<file path="config.mk">
export PLATFORM = sky130hd
export DESIGN_NAME = rtwc_rem
export DESIGN_NICKNAME = d
export VERILOG_FILES = /design/src/hdl/rtwc_pkg.sv /design/src/hdl/rtwc_rem.sv
export SDC_FILE = /design/constraint.sdc
export NUM_CORES = 1
export LEC_CHECK = 0
export BUFFER_PORTS_ARGS = -buffer_cell sky130_fd_sc_hd__buf_2
export CAP_MARGIN = 20
export CORE_UTILIZATION = 60
export CTS_BUF_LIST = sky130_fd_sc_hd__clkbuf_4
export DETAILED_ROUTE_END_ITERATION = 16
export PLACE_DENSITY = 0.8
export SLEW_MARGIN = 20
export SYNTH_ARGS = -nofsm -noshare
export SYNTH_HDL_FRONTEND = slang
export SYNTH_SLANG_ARGS = --single-unit
</file>
<file path="constraint.sdc">
create_clock -name i_clk -period 9.3 [get_ports i_clk]
set_input_delay 0.93 -clock i_clk [delete_from_list [all_inputs] [get_ports i_clk]]
set_output_delay 0.93 -clock i_clk [all_outputs]
set_load 0.02 [all_outputs]
</file>
<file path="src/hdl/rtwc_pkg.sv">
`timescale 1ns / 1ps
package rtwc_pkg;

    localparam int TIME_W     = 47;
    localparam int END_W      = 48;
    localparam int DAY_W      = 21;
    localparam int HOUR_W     = 5;
    localparam int CNT_W      = 16;
    localparam int UNIT_W     = 2;
    localparam int CFG_ADDR_W = 3;
    localparam int CFG_DATA_W = 21;
    localparam int TOD_W      = 27;
    localparam int YEAR_W     = 13;
    localparam int MON_W      = 4;
    localparam int MDAY_W     = 5;

    localparam logic [TOD_W-1:0]  MS_PER_HOUR   = 27'd3600000;
    localparam logic [TOD_W-1:0]  MS_PER_DAY    = 27'd86400000;
    localparam logic [HOUR_W-1:0] HOURS_PER_DAY = 5'd24;

    // day split: ms / 86400000 = (ms >> 10) / 84375
    localparam int               DAY_SHIFT = 10;
    localparam logic [16:0]      DAY_ODD   = 17'd84375;
    localparam int               EST_DROP  = 15;
    localparam int               EST_FRAC  = 32;
    localparam logic [DAY_W-1:0] EST_M     = 21'((64'd1 << 37) / 64'd84375);

    // civil date constants
    localparam logic [21:0] Z_OFFSET = 22'd719468;
    localparam logic [21:0] ERA_DAYS = 22'd146097;
    localparam int          ERA_S    = 40;
    localparam logic [22:0] ERA_M    = 23'(((64'd1 << 40) + 64'd146096) / 64'd146097);
    localparam int          D1460_S  = 29;
    localparam logic [18:0] D1460_M  = 19'(((64'd1 << 29) + 64'd1459) / 64'd1460);
    localparam int          D36524_S = 34;
    localparam logic [18:0] D36524_M = 19'(((64'd1 << 34) + 64'd36523) / 64'd36524);
    localparam int          D146096_S = 36;
    localparam logic [18:0] D146096_M = 19'(((64'd1 << 36) + 64'd146095) / 64'd146096);
    localparam int          D365_S   = 27;
    localparam logic [18:0] D365_M   = 19'(((64'd1 << 27) + 64'd364) / 64'd365);
    localparam int          D100_S   = 16;
    localparam logic [9:0]  D100_M   = 10'(((64'd1 << 16) + 64'd99) / 64'd100);
    localparam int          D153_S   = 19;
    localparam logic [11:0] D153_M   = 12'(((64'd1 << 19) + 64'd152) / 64'd153);
    localparam int          D5_S     = 14;
    localparam logic [11:0] D5_M     = 12'(((64'd1 << 14) + 64'd4) / 64'd5);
    localparam int          CIV_LAT  = 7;

    // remainder pipeline
    localparam int REM_BPS    = 3;
    localparam int REM_STAGES = DAY_W / REM_BPS;

    localparam int CARRY_LEN = CIV_LAT + 1 + REM_STAGES;

    // repeat units
    localparam logic [UNIT_W-1:0] UNIT_NONE  = 2'd0;
    localparam logic [UNIT_W-1:0] UNIT_DAY   = 2'd1;
    localparam logic [UNIT_W-1:0] UNIT_MONTH = 2'd2;
    localparam logic [UNIT_W-1:0] UNIT_YEAR  = 2'd3;

    // register indexes
    localparam logic [CFG_ADDR_W-1:0] CFG_FIRST_DAY    = 3'd0;
    localparam logic [CFG_ADDR_W-1:0] CFG_LAST_DAY     = 3'd1;
    localparam logic [CFG_ADDR_W-1:0] CFG_START_HOUR   = 3'd2;
    localparam logic [CFG_ADDR_W-1:0] CFG_END_HOUR     = 3'd3;
    localparam logic [CFG_ADDR_W-1:0] CFG_REPEAT_COUNT = 3'd4;
    localparam logic [CFG_ADDR_W-1:0] CFG_REPEAT_UNIT  = 3'd5;

    typedef struct packed {
        logic [YEAR_W-1:0] year;
        logic [MON_W-1:0]  month;
        logic [MDAY_W-1:0] mday;
    } t_date;

    typedef struct packed {
        logic [DAY_W-1:0]  day;
        logic [TIME_W-1:0] mid;
        logic [TOD_W-1:0]  tod;
    } t_carry;

endpackage

</file>
<file path="src/hdl/rtwc_rem.sv">
`timescale 1ns / 1ps
module rtwc_rem (
    input  logic                           i_clk,
    input  logic [rtwc_pkg::DAY_W-1:0]     i_dividend,
    input  logic [rtwc_pkg::CNT_W-1:0]     i_divisor,
    output logic [rtwc_pkg::CNT_W-1:0]     o_rem
);

    logic [rtwc_pkg::CNT_W-1:0] r_part [rtwc_pkg::REM_STAGES];
    logic [rtwc_pkg::DAY_W-1:0] r_dvd  [rtwc_pkg::REM_STAGES];

    for (genvar s = 0; s < rtwc_pkg::REM_STAGES; s++) begin : g_stage
        logic [rtwc_pkg::CNT_W-1:0] part_in;
        logic [rtwc_pkg::DAY_W-1:0] dvd_in;
        logic [rtwc_pkg::CNT_W-1:0] n_part;
        logic [rtwc_pkg::DAY_W-1:0] n_dvd;

        if (s == 0) begin : g_first
            assign part_in = '0;
            assign dvd_in  = i_dividend;
        end else begin : g_next
            assign part_in = r_part[s-1];
            assign dvd_in  = r_dvd[s-1];
        end

        // restoring steps, one dividend bit each
        always_comb begin
            logic [rtwc_pkg::CNT_W:0] acc;
            n_part = part_in;
            n_dvd  = dvd_in;
            acc    = '0;
            for (int b = 0; b < rtwc_pkg::REM_BPS; b++) begin
                acc   = {n_part, n_dvd[rtwc_pkg::DAY_W-1]};
                n_dvd = n_dvd << 1;
                if (acc >= {1'b0, i_divisor}) begin
                    acc = acc - {1'b0, i_divisor};
                end
                n_part = acc[rtwc_pkg::CNT_W-1:0];
            end
        end

        always_ff @(posedge i_clk) begin
            r_part[s] <= n_part;
            r_dvd[s]  <= n_dvd;
        end
    end

    assign o_rem = r_part[rtwc_pkg::REM_STAGES-1];

endmodule

</file>
==> results.md <==
* Status: finished clean
* Seq/Total Area, Yosys at 15.7%
* Syn Nets at 3,130
* CP Max Fanout at 16
* Core ar. at 0.0367 mm^2
* Worst Reg-to-Reg Cells at 26
* Starting density of the core at 61.0%
* Vias per inst at 6.52
* Critical Path Source Type: input port
* Fin area at 0.0239 mm^2
* Drt drc at 0
* Total CTS buffers at 17
* Clock sink total at 175
* Worst path arrival time at 9.31 ns
* Slew of the pin with the lowest slew margin at 0.942 ns
* DIE HEIGHT at 195 um
* Wl on met1 at 28,600 um
* Pre-Repair DR Iteration Count at 6
* Setup TNS at 0 ns
* Max Freq at 0.114 GHz
* Antenna violations before repair at 1
* FILL cells at 3,211
* Hold Path Class: in -> reg
* Layout area overhead at 6.95%
* Slew Limit Fails at 0
* DRT iter0 DRCs at 1,315
* Die area at 0.0381 mm^2
* Most common cell after layout, fill and taps aside: ha_1
* IO Count at 54
* Worst slew margin at 37.2%
* Clock root buffer: clkbuf_4
* RSZ-0062 raised after global routing: false
* Hold Buf Count CTS at 0
* Lkg Pwr at 11.1 nW
* Max cap viols at 0
* Largest net degree at the start of global routing at 34
* Final Hold Viols at 0
* Post-synthesis sequential element count at 175
* Netlist cell types at 87
* H-tree levels at 4
* Most frequent cells in the layout: ha_1 (322), a21oi_1 (221), nand2_1 (177)
* IO Port Bufs at 53
* Worst Clk Skew at 0.0320 ns
* Vias in the first global route at 21,100
* Share of cells above drive strength 1 at 12.1%
* DR top layer: met4
* Register area at 0.00350 mm^2
* CTS tree: done
* GRT Resource Usage Total at 36.3%
* Area after DPL at 0.0236 mm^2
* DP Wirelength at 55,200 um
* CTS-repair resized insts at 0
* Multi-input gate area at 0.0181 mm^2
* Mapped cell area at 0.0224 mm^2
* Num rows at 70
* Layout Utilization at 65.2%
* WHS Path Cells at 1
* Min Clock Period, post-route at 8.73 ns
* Overflow after GRT at 0
* Top post-synthesis cells by area: ha_1 (18%), dfxtp_1 (16%), mux2_2 (6.7%)
* Share of the synthesized area in the top cell type at 18.0%
* Clock tree buffer depth at 2
* Setup bufs post-CTS at 0
* CP Class: in -> reg
* Period utilisation layout at 93.9%
* Leading area contributor after synthesis: ha_1
* Avg Synthesized Cell Area at 8.14 um^2
* Via count at 21,700
* Worst VDD drop at 0.400 mV
* CP Capture Type: flop
* Worst EP required at 9.88 ns
* Main synth FF type: dfxtp_1
* Worst-path clk slew at 0.16 ns
* PwrDens at 455 mW/mm^2
* Gpl congestion at 1.01
* Met2 WL at 32,400 um
* Detailed Route WL at 69,100 um
* Synth Warn # at 0
* Clk_lat worst skew at 0.71 ns
* Met3 routed WL at 3890 um
* Final antenna-violating net count at 0
* WL per Instance at 20.8 um
* Final Setup Violations at 0
* Die W at 195 um
* Fraction of synthesis flops using an asynchronous set or reset pin at 0%
* First-pass GRT wire length at 110,000 um
* Mapped Cells at 2,750
* Post-layout nets at 3,227
* EDFF count, synth at 0
[path summary, 6_finish.rpt]
path | slack (ns) | start | end
setup / recovery | 0.57 | i_divisor[11] | r_part[1][13]
hold reg to reg | 0.33 | r_dvd[2][8] | r_dvd[3][11]
setup reg to reg | 1.07 | r_part[0][13] | r_part[1][13]
hold / removal | 0.32 | i_dividend[17] | r_dvd[0][17]
[power breakdown]
part	total (W)	internal (W)	leakage (nW)	switching (W)
clock network	0.000514	0.000199	0.171	0.000315
logic	0.00928	0.00437	9.46	0.00491
registers	0.00111	0.00101	1.46	0.0000994
[cell type report]
cell class / count / area share (%)
Multi-Input combinational cell: 2370 / 75.5
Clock buffer: 19 / 0.596
Antenna cell: 1 / 0.0105
Sequential cell: 175 / 14.6
Clock inverter: 13 / 0.732
Inverter: 154 / 2.43
Tap cell: 468 / 2.45
Timing Repair Buffer: 129 / 3.65
[critical path, cell delays in order]
cell      delay [ns]
buf_2           0.10
inv_1           0.61
ha_1            0.41
o21a_1          0.20
a21oi_1         0.23
o21ai_0         0.16
or4_1           0.52
nand2_1         0.28
mux2_2          0.42
ha_1            0.37
and3_1          0.18
a21oi_1         0.19
a31oi_1         0.22
a221o_1         0.39
a31oi_1         0.35
nor2b_1         0.16
nor3_1          0.36
mux2i_1         0.46
ha_1            0.32
nor2b_1         0.13
o21ai_0         0.20
a21boi_0        0.22
o211ai_1        0.31
a31oi_1         0.22
or3_1           0.40
a21oi_1         0.26
o31ai_4         0.29
mux2_1          0.39
[cell families after synthesis]
group,count (synthesis),synth area share (%)
adder cells (fa/ha/maj),342,19.8
AND/OR/NAND/NOR,793,17.9
multiplexers,208,10.3
XOR/XNOR,213,8.34
AO/OA/AOI/OAI,814,24.4
flip-flops,175,15.7
buffers and inverters,205,3.63
[cell usage after synthesis (48+ instances only)]
master	number
ha_1	322
a21oi_1	221
nand2_1	177
dfxtp_1	175
nor2_1	175
inv_1	154
xnor2_1	146
o21ai_0	145
mux2_2	133
a21o_1	77
nor3_1	72
xor2_1	67
o21a_1	59
nor2b_1	55
nand3_1	53
mux2i_1	48
[flip-flops by register name (all words and copies together), names as in the netlist]
| signal | cells |
|---|---|
| r_dvd | 63 |
| r_part | 112 |
[through the flow]
stage	setup slack (ns)	total power (W)	instances	hold WS [ns]
2_1_floorplan	0.0789	0.00844	2750	0.310
3_3_place_gp	-0.0198	0.00993	3296	0.310
3_5_place_dp	-0.0680	0.0102	3296	0.312
4_1_cts	0.665	0.0108	3328	0.254
5_1_grt	0.0258	0.0118	3329	0.269
6_report	0.566	0.0109	3329	0.316
[per-layer routing]
layer,up-vias,GRT usage (%)
met3,214,4.58
met1,10200,43.5
met2,722,62.1
met4,0,21.3
li1,10500,-
met5,-,0
No activity file was read; power rests on OpenSTA's default activity.
