File: src/hdl/rtwc_pkg.sv
`timescale 1ns / 1ps
package rtwc_pkg;

    localparam int TIME_W     = 47;
    localparam int END_W      = 48;
    localparam int DAY_W      = 21;
    localparam int HOUR_W     = 5;
    localparam int CNT_W      = 16;
    localparam int UNIT_W     = 2;
    localparam int CFG_ADDR_W = 3;
    localparam int CFG_DATA_W = 21;
    localparam int TOD_W      = 27;
    localparam int YEAR_W     = 13;
    localparam int MON_W      = 4;
    localparam int MDAY_W     = 5;

    localparam logic [TOD_W-1:0]  MS_PER_HOUR   = 27'd3600000;
    localparam logic [TOD_W-1:0]  MS_PER_DAY    = 27'd86400000;
    localparam logic [HOUR_W-1:0] HOURS_PER_DAY = 5'd24;

    // day split: ms / 86400000 = (ms >> 10) / 84375
    localparam int               DAY_SHIFT = 10;
    localparam logic [16:0]      DAY_ODD   = 17'd84375;
    localparam int               EST_DROP  = 15;
    localparam int               EST_FRAC  = 32;
    localparam logic [DAY_W-1:0] EST_M     = 21'((64'd1 << 37) / 64'd84375);

    // civil date constants
    localparam logic [21:0] Z_OFFSET = 22'd719468;
    localparam logic [21:0] ERA_DAYS = 22'd146097;
    localparam int          ERA_S    = 40;
    localparam logic [22:0] ERA_M    = 23'(((64'd1 << 40) + 64'd146096) / 64'd146097);
    localparam int          D1460_S  = 29;
    localparam logic [18:0] D1460_M  = 19'(((64'd1 << 29) + 64'd1459) / 64'd1460);
    localparam int          D36524_S = 34;
    localparam logic [18:0] D36524_M = 19'(((64'd1 << 34) + 64'd36523) / 64'd36524);
    localparam int          D146096_S = 36;
    localparam logic [18:0] D146096_M = 19'(((64'd1 << 36) + 64'd146095) / 64'd146096);
    localparam int          D365_S   = 27;
    localparam logic [18:0] D365_M   = 19'(((64'd1 << 27) + 64'd364) / 64'd365);
    localparam int          D100_S   = 16;
    localparam logic [9:0]  D100_M   = 10'(((64'd1 << 16) + 64'd99) / 64'd100);
    localparam int          D153_S   = 19;
    localparam logic [11:0] D153_M   = 12'(((64'd1 << 19) + 64'd152) / 64'd153);
    localparam int          D5_S     = 14;
    localparam logic [11:0] D5_M     = 12'(((64'd1 << 14) + 64'd4) / 64'd5);
    localparam int          CIV_LAT  = 7;

    // remainder pipeline
    localparam int REM_BPS    = 3;
    localparam int REM_STAGES = DAY_W / REM_BPS;

    localparam int CARRY_LEN = CIV_LAT + 1 + REM_STAGES;

    // repeat units
    localparam logic [UNIT_W-1:0] UNIT_NONE  = 2'd0;
    localparam logic [UNIT_W-1:0] UNIT_DAY   = 2'd1;
    localparam logic [UNIT_W-1:0] UNIT_MONTH = 2'd2;
    localparam logic [UNIT_W-1:0] UNIT_YEAR  = 2'd3;

    // register indexes
    localparam logic [CFG_ADDR_W-1:0] CFG_FIRST_DAY    = 3'd0;
    localparam logic [CFG_ADDR_W-1:0] CFG_LAST_DAY     = 3'd1;
    localparam logic [CFG_ADDR_W-1:0] CFG_START_HOUR   = 3'd2;
    localparam logic [CFG_ADDR_W-1:0] CFG_END_HOUR     = 3'd3;
    localparam logic [CFG_ADDR_W-1:0] CFG_REPEAT_COUNT = 3'd4;
    localparam logic [CFG_ADDR_W-1:0] CFG_REPEAT_UNIT  = 3'd5;

    typedef struct packed {
        logic [YEAR_W-1:0] year;
        logic [MON_W-1:0]  month;
        logic [MDAY_W-1:0] mday;
    } t_date;

    typedef struct packed {
        logic [DAY_W-1:0]  day;
        logic [TIME_W-1:0] mid;
        logic [TOD_W-1:0]  tod;
    } t_carry;

endpackage

File: src/hdl/rtwc_civil.sv
`timescale 1ns / 1ps
module rtwc_civil (
    input  logic                           i_clk,
    input  logic [rtwc_pkg::DAY_W-1:0]     i_days,
    output rtwc_pkg::t_date                o_date
);

    logic [21:0] n1_z;
    logic [44:0] n1_prod;
    logic [21:0] r1_z;
    logic [4:0]  r1_era;

    logic [21:0] n2_era_days;
    logic [17:0] r2_doe;
    logic [4:0]  r2_era;

    logic [36:0] n3_pa;
    logic [36:0] n3_pb;
    logic [36:0] n3_pc;
    logic [17:0] r3_x;
    logic [17:0] r3_doe;
    logic [4:0]  r3_era;

    logic [36:0] n4_py;
    logic [8:0]  r4_yoe;
    logic [17:0] r4_doe;
    logic [4:0]  r4_era;

    logic [18:0] n5_p100;
    logic [17:0] n5_base;
    logic [8:0]  r5_doy;
    logic [8:0]  r5_yoe;
    logic [4:0]  r5_era;

    logic [10:0] n6_v;
    logic [22:0] n6_pm;
    logic [3:0]  r6_mp;
    logic [8:0]  r6_doy;
    logic [8:0]  r6_yoe;
    logic [4:0]  r6_era;

    logic [10:0] n7_w;
    logic [22:0] n7_pw;
    logic [3:0]  n7_m;
    rtwc_pkg::t_date r7_date;

    always_comb begin
        n1_z    = 22'(i_days) + rtwc_pkg::Z_OFFSET;
        n1_prod = 45'(n1_z) * 45'(rtwc_pkg::ERA_M);
    end

    always_ff @(posedge i_clk) begin
        r1_z   <= n1_z;
        r1_era <= n1_prod[rtwc_pkg::ERA_S +: 5];
    end

    assign n2_era_days = 22'(r1_era) * rtwc_pkg::ERA_DAYS;

    always_ff @(posedge i_clk) begin
        r2_doe <= 18'(r1_z - n2_era_days);
        r2_era <= r1_era;
    end

    // year of era, first the leap corrections
    always_comb begin
        n3_pa = 37'(r2_doe) * 37'(rtwc_pkg::D1460_M);
        n3_pb = 37'(r2_doe) * 37'(rtwc_pkg::D36524_M);
        n3_pc = 37'(r2_doe) * 37'(rtwc_pkg::D146096_M);
    end

    always_ff @(posedge i_clk) begin
        r3_x   <= r2_doe - 18'(n3_pa[36:rtwc_pkg::D1460_S])
                         + 18'(n3_pb[36:rtwc_pkg::D36524_S])
                         - 18'(n3_pc[36:rtwc_pkg::D146096_S]);
        r3_doe <= r2_doe;
        r3_era <= r2_era;
    end

    assign n4_py = 37'(r3_x) * 37'(rtwc_pkg::D365_M);

    always_ff @(posedge i_clk) begin
        r4_yoe <= n4_py[rtwc_pkg::D365_S +: 9];
        r4_doe <= r3_doe;
        r4_era <= r3_era;
    end

    always_comb begin
        n5_p100 = 19'(r4_yoe) * 19'(rtwc_pkg::D100_M);
        n5_base = 18'(r4_yoe) * 18'd365 + 18'(r4_yoe[8:2])
                - 18'(n5_p100[18:rtwc_pkg::D100_S]);
    end

    always_ff @(posedge i_clk) begin
        r5_doy <= 9'(r4_doe - n5_base);
        r5_yoe <= r4_yoe;
        r5_era <= r4_era;
    end

    // month counted from march
    always_comb begin
        n6_v  = 11'(r5_doy) * 11'd5 + 11'd2;
        n6_pm = 23'(n6_v) * 23'(rtwc_pkg::D153_M);
    end

    always_ff @(posedge i_clk) begin
        r6_mp  <= n6_pm[rtwc_pkg::D153_S +: 4];
        r6_doy <= r5_doy;
        r6_yoe <= r5_yoe;
        r6_era <= r5_era;
    end

    always_comb begin
        n7_w  = 11'(r6_mp) * 11'd153 + 11'd2;
        n7_pw = 23'(n7_w) * 23'(rtwc_pkg::D5_M);
        n7_m  = (r6_mp < 4'd10) ? r6_mp + 4'd3 : r6_mp - 4'd9;
    end

    always_ff @(posedge i_clk) begin
        r7_date.mday  <= 5'(r6_doy - 9'(n7_pw[22:rtwc_pkg::D5_S]) + 9'd1);
        r7_date.month <= n7_m;
        r7_date.year  <= 13'(r6_yoe) + 13'(r6_era) * 13'd400
                       + ((n7_m <= 4'd2) ? 13'd1 : 13'd0);
    end

    assign o_date = r7_date;

endmodule

File: config.mk
export PLATFORM = sky130hd
export DESIGN_NAME = rtwc_civil
export DESIGN_NICKNAME = d
export VERILOG_FILES = /design/src/hdl/rtwc_pkg.sv /design/src/hdl/rtwc_civil.sv
export SDC_FILE = /design/constraint.sdc
export NUM_CORES = 2
export LEC_CHECK = 0
export ABC_AREA = 0
export BUFFER_PORTS_ARGS = -buffer_cell sky130_fd_sc_hd__buf_2
export CAP_MARGIN = 10
export CORE_ASPECT_RATIO = 2
export CORE_MARGIN = 5
export CORE_UTILIZATION = 40
export CTS_CLUSTER_DIAMETER = 150
export DETAILED_ROUTE_END_ITERATION = 10
export GPL_ROUTABILITY_DRIVEN = 0
export PLACE_DENSITY = 0.59
export SETUP_SLACK_MARGIN = 0.4
export SLEW_MARGIN = 30
export SYNTH_ARGS = -nofsm -noshare
export SYNTH_HDL_FRONTEND = slang
export SYNTH_SLANG_ARGS = --single-unit
export TNS_END_PERCENT = 5
File: constraint.sdc
create_clock -name i_clk -period 22.4 [get_ports i_clk]
set_input_delay 6.72 -clock i_clk [delete_from_list [all_inputs] [get_ports i_clk]]
set_output_delay 6.72 -clock i_clk [all_outputs]
set_load 0.01 [all_outputs]
==> flow_summary_export.csv <==
group,metric,value,unit
run_status,status,"complete, no violations",
finish,areaGrowthSynthToFinish,6.88,%
finish,num-nets-final,5202,
synthesis,yosysTopAreaCell,"fa_1",
min_path,hp-start,"r3_doe[3]$_DFF_P_",
floorplan,fp.dieW,224,µm
synthesis,synth-seq-area-share,0.0926,
global_routing,grt_util_met3,0.0222,
floorplan,initial_utilization,0.403,
synthesis,ys_types,65,
timing,timing.hold.ws,316,ps
floorplan,ios,44,
global_routing,globalRouteTotalUtil,0.194,
floorplan,rows,156,
global_routing,grt_pass1_wl,145,mm
timing,timing.slew.headroom,0.287,
setup_path,start_kind,"primary input",
routing,dr_total_vias,23808,
finish,layout-drive-gt1-share,0.0368,
global_routing,antenna_found_initial,0,
synthesis,syn_area_per_cell,10.4,µm²
synthesis,ys_warn_count,0,
finish,n_antenna_cell,0,
timing,setup_tns,0,ps
finish,mostFrequentLayoutCell,"inv_1",
synthesis,synth_ff_type,"dfxtp_1",
global_routing,use_met1,0.162,
clock_tree,clk_latency,470,ps
timing,timing.final.crit_period,14240,ps
routing,drt_iter0_markers,627,
finish,post-route-util,0.431,
placed_design,hpwlAfterDp,82.0,mm
global_routing,grt.busiest_layer,"met2",
synthesis,synth_mux_area_frac,0.000891,
clock_tree,h-tree-depth,4,
global_routing,first_global_vias,27072,
setup_path,worstPathRequired,22810,ps
timing,hold_viol_final,0,
clock_tree,post-cts-setup-buffers,0,
synthesis,netlist_instances,3515,
clock_tree,cts.sinks,169,
synthesis,syn_nets,5113,
synthesis,ys_ff_latch,169,
routing,drc,0,
floorplan,dieArea,97800,µm²
global_routing,grt.overflow.total,0,
synthesis,synth_xor_area_frac,0.0403,
timing,slew_violations,0,
timing,fin_ws,8160,ps
routing,detail-route-antenna-nets,0,
routing,wl,91.0,mm
min_path,hold_path_class,"flip-flop to flip-flop",
timing,rsz0062_at_grt,"false",
synthesis,synth_top_family_by_area,"adder cells",
placed_design,io_buffers,43,
finish,final-seq-area,3380,µm²
finish,fillerInstances,8848,
setup_path,worstPathArrival,14650,ps
timing,fmax,0.0702,GHz
routing,dr.pass1.iters,5,
floorplan,die_y,437,µm
flow_run,drv_cap,0,
timing,finalSetupViolCount,0,
timing,min_period_over_period,0.636,
synthesis,yosys.area_share.simple,0.0362,
placed_design,dp_slack,7430,ps
synthesis,synth_fa_ha_area_frac,0.667,
finish,multi_input_area,29300,µm²
clock_tree,post_cts_resized,0,
clock_tree,root_buffer,"clkbuf_16",
synthesis,netlist_top_cells_area,"fa_1, ha_1, inv_1",
routing,wire_per_inst,19.0,µm
setup_path,worstSetupPathType,"primary input to flip-flop",
synthesis,synth-compound-area-share,0.0567,
finish,final_cell_mix,"inv_1, ha_1, fa_1",
synthesis,synth_edf_count,0,
setup_path,critPathMaxFanout,7,
timing,worstMarginPinSlew,1070,ps
setup_path,worstSetupEndpointType,"flip-flop",
floorplan,core,90600,µm²
global_routing,grt_max_degree,18,
clock_tree,tritoncts,"done",
routing,vias_per_cell,4.96,
synthesis,synth_top_area_share,0.340,
clock_tree,ctsHoldBuffers,0,
setup_path,crit_start,"i_days[2]",
clock_tree,ctsLongestPathBuffers,2,
synthesis,netlist_area,36500,µm²
synthesis,async_reset_ff_frac,0,
clock_tree,clkTransAtPathRegs,80,ps
clock_tree,cts_buffers,17,
timing,fin_skew,15.8,ps
global_routing,use_met2,0.400,
setup_path,timing.rr.start,"r2_doe[4]$_DFF_P_",
==> registers in the layout, summed over array words and instances, names as in the netlist <==
signal / cells
r3_doe: 9
r4_era: 5
r1_era: 5
r5_doy: 9
r4_yoe: 9
r2_era: 5
r4_doe: 9
r6_doy: 5
r5_yoe: 9
o_date: 22
r5_era: 5
r1_z: 18
r3_era: 5
r2_doe: 18
r3_x: 18
r6_yoe: 9
r6_mp: 4
r6_era: 5
==> final timing paths <==
kind / endpoint / slack (ps) / cells past startpoint
worst min-delay path: r4_doe[3]$_DFF_P_ / 320 / 0
worst max register to register: r3_x[16]$_DFF_P_ / 11810 / 33
worst min register to register: r4_doe[3]$_DFF_P_ / 320 / 0
worst max-delay path: r1_era[0]$_DFF_P_ / 8160 / 26
==> cell usage after synthesis (4+ instances only) <==
library cell	n
and2_1	4
nor3_1	33
xnor2_1	124
o21ai_1	5
o21ai_0	42
nand2_1	48
a311oi_1	4
a211oi_1	12
nand2b_1	13
fa_1	620
a21o_1	37
or3_1	4
nor4_1	7
xor2_1	44
inv_1	1029
a221oi_1	4
a2111oi_0	5
a21oi_1	92
nor2_1	59
dfxtp_1	169
nand3_1	22
nor2b_1	15
and3_1	10
nand3b_1	4
nand4_1	14
or2_2	12
a41o_1	4
o21bai_1	16
o211ai_1	14
o21a_1	20
a31oi_1	14
ha_1	956
==> metal layers <==
layer  share of wire  up-vias  wire length, µm
li1                -    11208                -
met1            0.29    11935            26800
met2            0.59      398            53500
met3           0.022      267             1980
met4           0.096        0             8780
met5               0        -                0
==> worst max-delay path, stage by stage <==
cell	delay [ps]
buf_2	130
inv_1	230
ha_1	390
o21ai_0	200
a31oi_1	260
nand2b_1	200
nor2b_1	220
xor2_2	530
ha_1	390
fa_1	550
ha_1	310
inv_1	50
fa_1	520
fa_1	440
fa_1	540
inv_1	50
fa_1	470
ha_1	340
a21oi_1	140
o21ai_0	100
a21oi_1	500
a21oi_1	190
o311ai_1	490
o21ai_0	180
a221o_1	370
a31oi_1	130
==> area by class of cell <==
type	count	area share
Timing Repair Buffer	73	0.0113
Inverter	1029	0.0989
Clock inverter	9	0.00208
Tap cell	1185	0.0380
Multi-Input combinational cell	2314	0.751
Sequential cell	169	0.0867
Clock buffer	22	0.0124
==> per-stage QoR <==
| step | instances | area [µm²] |
|---|---|---|
| after CTS | 4801 | 39000 |
| after global routing | 4801 | 39000 |
| final | 4801 | 39000 |
| after floorplan | 3515 | 36500 |
| after global placement | 4770 | 38400 |
| after detailed placement | 4770 | 38400 |
==> cells by family after synthesis <==
family	after synthesis
XOR/XNOR	168
AND/OR/NAND/NOR	258
adder cells (fa/ha/maj)	1576
buffers and inverters	1032
flip-flops	169
AO/OA/AOI/OAI	309
multiplexers	3
Power is not shown: default switching activity piles up to over one toggle a cycle in this logic, so the estimate is an artifact.
